**src/hdl/lobm_pkg.sv**
```systemverilog
// ----------------------------------------------------------------------------
// lobm_pkg
// shared sizes, types and control structs of the order book matcher
// ----------------------------------------------------------------------------
package lobm_pkg;

  localparam int ORDER_SLOTS  = 64;
  localparam int PRICE_LEVELS = 1024;
  localparam int MAX_RESULTS  = 64;

  localparam int ID_W    = 64;
  localparam int PRICE_W = 10;
  localparam int QTY_W   = 32;

  localparam int SLOT_W    = $clog2(ORDER_SLOTS);
  localparam int PTR_W     = $clog2(ORDER_SLOTS + 1);
  localparam int LEVEL_W   = $clog2(PRICE_LEVELS);
  localparam int HADDR_W   = LEVEL_W + 1;
  localparam int HEAD_DEPTH = 2 * PRICE_LEVELS;
  localparam int CLR_W     = HADDR_W + 1;
  localparam int CNT_W     = $clog2(MAX_RESULTS + 1);

  localparam logic [PTR_W-1:0] NIL_PTR = PTR_W'(ORDER_SLOTS);

  typedef logic [ID_W-1:0]    id_t;
  typedef logic [PRICE_W-1:0] price_t;
  typedef logic [QTY_W-1:0]   qty_t;

  // commands from sequencer to datapath
  typedef struct packed {
    logic clr_wr;
    logic accept;
    logic head_rd;
    logic step_lv;
    logic slot_rd;
    logic fill;
    logic emit_last;
    logic rest_rd;
    logic rest_wr;
  } lobm_cmd_t;

  // status from datapath to sequencer
  typedef struct packed {
    logic clr_done;
    logic in_qty_zero;
    logic qty_zero;
    logic n_max;
    logic hd_nil;
    logic lv_end;
    logic full_fill;
    logic pend_v;
    logic out_free;
    logic pool_full;
  } lobm_sts_t;

endpackage

```
**src/hdl/lobm_ctrl.sv**
```systemverilog
// ----------------------------------------------------------------------------
// lobm_ctrl
// sequencer: clearing pass, level scan, fills and resting of the remainder
// ----------------------------------------------------------------------------
module lobm_ctrl import lobm_pkg::*; (
  input  logic      clk,
  input  logic      rst_n,
  input  logic      in_valid,
  output logic      in_ready,
  input  lobm_sts_t sts,
  output lobm_cmd_t cmd
);

  typedef enum logic [2:0] {
    S_CLEAR, S_IDLE, S_SCAN, S_HEAD, S_SLOT, S_FINISH, S_REST_RD, S_REST_WR
  } state_t;

  state_t state_r, state_nxt;

  // commands and next state
  always_comb begin
    cmd       = '0;
    in_ready  = 1'b0;
    state_nxt = state_r;
    unique case (state_r)
      S_CLEAR: begin
        if (sts.clr_done) begin
          state_nxt = S_IDLE;
        end else begin
          cmd.clr_wr = 1'b1;
        end
      end
      S_IDLE: begin
        in_ready = 1'b1;
        if (in_valid) begin
          cmd.accept = 1'b1;
          state_nxt  = sts.in_qty_zero ? S_IDLE : S_SCAN;
        end
      end
      S_SCAN: begin
        if (sts.qty_zero || sts.n_max) begin
          state_nxt = S_FINISH;
        end else begin
          cmd.head_rd = 1'b1;
          state_nxt   = S_HEAD;
        end
      end
      S_HEAD: begin
        if (!sts.hd_nil) begin
          cmd.slot_rd = 1'b1;
          state_nxt   = S_SLOT;
        end else if (sts.lv_end) begin
          state_nxt = S_FINISH;
        end else begin
          cmd.step_lv = 1'b1;
          state_nxt   = S_SCAN;
        end
      end
      S_SLOT: begin
        if (!sts.pend_v || sts.out_free) begin
          cmd.fill  = 1'b1;
          state_nxt = sts.full_fill ? S_SCAN : S_FINISH;
        end
      end
      S_FINISH: begin
        if (!sts.pend_v || sts.out_free) begin
          cmd.emit_last = sts.pend_v;
          state_nxt = (sts.qty_zero || sts.pool_full) ? S_IDLE : S_REST_RD;
        end
      end
      S_REST_RD: begin
        cmd.rest_rd = 1'b1;
        state_nxt   = S_REST_WR;
      end
      S_REST_WR: begin
        cmd.rest_wr = 1'b1;
        state_nxt   = S_IDLE;
      end
      default: state_nxt = S_IDLE;
    endcase
  end

  // state register
  always_ff @(posedge clk) begin
    if (!rst_n) begin
      state_r <= S_CLEAR;
    end else begin
      state_r <= state_nxt;
    end
  end

endmodule

```
**config.mk**
```make
export PLATFORM = sky130hd
export DESIGN_NAME = lobm_ctrl
export DESIGN_NICKNAME = d
export VERILOG_FILES = /design/src/hdl/lobm_pkg.sv /design/src/hdl/lobm_ctrl.sv
export SDC_FILE = /design/constraint.sdc
export NUM_CORES = 1
export LEC_CHECK = 0
export BUFFER_PORTS_ARGS = -buffer_cell sky130_fd_sc_hd__buf_2
export CELL_PAD_IN_SITES_DETAIL_PLACEMENT = 1
export CELL_PAD_IN_SITES_GLOBAL_PLACEMENT = 1
export CORE_AREA = 2 2 39 41
export CTS_CLUSTER_SIZE = 30
export DETAILED_ROUTE_END_ITERATION = 12
export DIE_AREA = 0 0 41 43
export GPL_TIMING_DRIVEN = 0
export MAX_ROUTING_LAYER = met4
export PLACE_DENSITY_LB_ADDON = 0.1
export SYNTH_ARGS = -nofsm -noshare
export SYNTH_HDL_FRONTEND = slang
export SYNTH_SLANG_ARGS = --single-unit
```
**constraint.sdc**
```tcl
create_clock -name clk -period 1.7 [get_ports clk]
set_input_delay 0.34 -clock clk [delete_from_list [all_inputs] [get_ports clk]]
set_output_delay 0.34 -clock clk [all_outputs]
set_load 0.01 [all_outputs]
```
# Word-level counts from Yosys, hierarchy flattened
# Cells that the tools add are included.
# word_totals
inputBits,13
out_inout_bits,10
regBits,3
# classes
mux,28
eq_ne,11
n_reduce_logical,6
# op_table
cell,n
two-way mux 3 bit,9
one-hot mux 3 bit (8 select lines),1
two-way mux 1 bit,16
"== test 3 bit, second input constant",4
"inequality test 2 bit, second input constant",4
"== test 3 x 2 -> 1 bit, second input constant",2
two-way mux 2 bit,2
AND reduction 4 bit,1
"== test 3 x 1 -> 1 bit, second input constant",1
logical NOT 3 bit,1
logical OR 1 bit,3
logical NOT 1 bit,1

# Depth between registers and ports, before layout
# depth
depth_word,4
depth_mapped,5
depth_no_buf,4

# Worst setup path after synthesis
# OpenSTA, ideal clock, no wires.
# synth_timing
kind,register to output
from,register state_r[1]
to,output port cmd[8] (netlist name)
path_stages_with_launch,3
t_arrival_ps,971
setup_slack_ps,389
cell_sequence,dfxtp_1 -> clkbuf_1 -> nor4_1
# synth_lines
item,line,rtl
"start, declared",lobm_ctrl.sv:18,"state_t state_r, state_nxt;"
"start signal, assigned",lobm_ctrl.sv:88,state_r <= state_nxt;
"end, declared",lobm_ctrl.sv:11,output lobm_cmd_t cmd

==> qor.csv <==
stage,metric,value,unit
cts,cts-root-buf,clkbuf_4,
detailed_routing,ant_nets,0,
pwr,power.leakage,0.244,nW
critical_path,cp-end-kind,output pin,
detailed_routing,firstDrtPassIters,4,
global_route,grt_max_degree,11,
floorplan,ioPinCount,23,
global_route,grt_pass1_vias,443,
synth,synth-xor-area-share,0,%
synth,synth_edf_count,0,
placed_design,post_dp_cell_area,478,µm²
synth,netlist_area,348,µm²
synth,yosys.area.top_type,dfxtp_1,
cts,cts.hold.buffers_added,0,
detailed_routing,vias_per_cell,4.90,
sta,period_share,92.1,%
layout,largest_reg_flops,3,
global_route,grt_first_pass_wirelength,1910,µm
layout,fin_area,505,µm²
layout,drive_gt1_share,41.6,%
critical_path,reg2reg_slack,0.38,ns
layout,fin_util,36.5,%
floorplan,dieArea,1760,µm²
pwr,pwr-share-seq,29.2,%
job,cap_violations,0,
pwr,combPwrFrac,25.0,%
detailed_routing,drc_errors,0,
synth,synthTopCellsByArea,"dfxtp_1, nand2b_1, nand3b_1",
sta,clock_skew,0.000944,ns
layout,top_register,state_r,
synth,synth-simple-area-share,50.0,%
synth,synth-compound-area-share,23.7,%
critical_path,crit_path_max_fanout,5,
sta,slew_headroom,77.2,%
pwr,cellPowerDensity,526,nW/µm²
floorplan,die_w,41,µm
detailed_routing,post_drt_wl_per_cell,12.3,µm
pwr,swShare,27.5,%
floorplan,die_h,43,µm
synth,ys_seq_elements,3,
run_status,status,"finished, final reports clean",
critical_path,critical_path_class,reg -> out,
cts,numClockSinks,3,
layout,reg_top3,state_r: 3 flops,
sta,setup-violations-final,0,
critical_path,crit_path_start_kind,flip-flop,
synth,synth.avg_cell_area,6.82,µm²
critical_path,required,1.36,ns
synth,netlist.area_leader.share,17.3,%
placed_design,dpl.cell_count,89,
sta,finalHoldViolCount,0,
synth,syn_nets,64,
synth,ys_types,29,
detailed_routing,vias,456,
placed_design,io_buffers,22,
detailed_routing,drtIter0Drc,4,
sta,drv_slew,0,
floorplan,rows,14,
layout,n_fill_cell,198,
cts,clkTransAtPathRegs,0.04,ns
global_route,globalRouteOverflowTotal,0,
pwr,irDropWorstVdd,354,µV
global_route,grt_use_total,16.2,%
synth,synthAdderAreaFrac,0,%
cts,htree_levels,1,
floorplan,initial_core_util,25.1,%
cts,post_cts_resized,0,
layout,nNetsFinal,91,
placed_design,gp_congestion,0.745,
global_route,antenna_found_initial,0,
synth,yosys_warnings,0,
detailed_routing,totalWireLength,1150,µm
pwr,clock_power_share,45.7,%
sta,grt_setup_unrepaired,no,
sta,fin_crit,1.57,ns
layout,syn2layout_area_growth,45.3,%
layout,antenna_cells,0,
pwr,total_power,0.266,mW
synth,ys.flop_type,dfxtp_1,
pwr,p_sw,0.0730,mW
synth,yosysMostFrequentCell,nor2_1,
synth,synth_top_family_by_area,simple AND/OR/NAND/NOR gates,
cts,clkLatencyLatePin,0.23,ns
placed_design,place_hpwl,931,µm
synth,synth.mux.area_fraction,3.24,%
synth,synthCells,51,
sta,max_freq,639,MHz
cts,numCtsBuffers,3,
floorplan,core,1380,µm²
sta,setup_tns,0,ns
cts,clockBufferDepth,2,
synth,synthArstFlopShare,0,%
cts,cts_tree,done,
synth,yosysSeqAreaShare,17.3,%
min_path,hp-class,in -> reg,
layout,final_cells,93,
pwr,p_int,0.193,mW
synth,ys_top_cells_by_count,"nor2_1, a21oi_1, nand2_1, nand2b_1",
sta,tightest_slew,0.338,ns
cts,cts_setup_buffers,0,
critical_path,worstPathArrival,1.23,ns
-- cells in the final DEF, fill, tap and decap left out, types with 2 or more instances in the layout --
master	count
dfxtp_1	3
clkbuf_4	3
buf_2	23
nand2_1	4
a21oi_1	4
nand3_1	3
nor4_1	2
nand3b_1	3
nor3_1	2
nor2_1	6
nand2b_1	4
-- per-layer routing --
| layer | wire length [µm] | GRT usage, % | part of all wire, % | vias up |
|---|---|---|---|---|
| met1 | 518 | 20.4 | 45 | 204 |
| met4 | 0 | 8.00 | 0 | 0 |
| met3 | 46 | 1.57 | 4.0 | 0 |
| met5 | 0 | - | 0 | - |
| li1 | - | - | - | 240 |
| met2 | 584 | 24.7 | 51 | 12 |
-- layout make-up --
type,count,area (µm²),area share (%)
buffer,3,17.5,3.47
clock buffer,4,26.3,5.20
inverter,1,3.75,0.743
multi-input combinational,44,268,53.0
sequential,3,60.1,11.9
tap,16,20.0,3.96
timing repair buffer,22,110,21.8
-- critical path: stages (launching register included) --
cell and delay (ns):
dfxtp_1 0.34, nand2b_1 0.19, nor4_1 0.27, buf_2 0.20
-- stage by stage --
stage	worst slack, ns	hold WS (ns)
2_1_floorplan	0.389	0.468
3_3_place_gp	0.293	0.605
3_5_place_dp	0.295	0.599
4_1_cts	0.0475	0.358
5_1_grt	0.00228	0.371
6_report	0.134	0.367
-- power by group through the flow --
| stage | logic, mW | registers, mW | clock network [mW] |
|---|---|---|---|
| 2_1_floorplan | 0.0362 | 0.0776 | 0 |
| 3_3_place_gp | 0.0669 | 0.0788 | 0 |
| 3_5_place_dp | 0.0675 | 0.0790 | 0 |
| 4_1_cts | 0.0677 | 0.0779 | 0.130 |
| 5_1_grt | 0.0752 | 0.0783 | 0.133 |
| 6_report | 0.0665 | 0.0777 | 0.122 |
-- final timing paths --
path                      to  startpoint  cells after the start
hold / removal    state_r[2]       rst_n                      2
setup reg to reg  state_r[1]  state_r[2]                      4
hold reg to reg   state_r[0]  state_r[0]                      3
setup / recovery      cmd[6]  state_r[0]                      3
-- cell families (layout without fill, tap and decap cells) --
| kind of cell | after synthesis | count (layout) |
|---|---|---|
| buffers and inverters | 4 | 30 |
| AOI/OAI and AO/OA | 12 | 12 |
| and+or+nand+nor | 31 | 31 |
| muxes | 1 | 1 |
| DFF | 3 | 3 |
No activity file was read; power rests on OpenSTA's default activity.
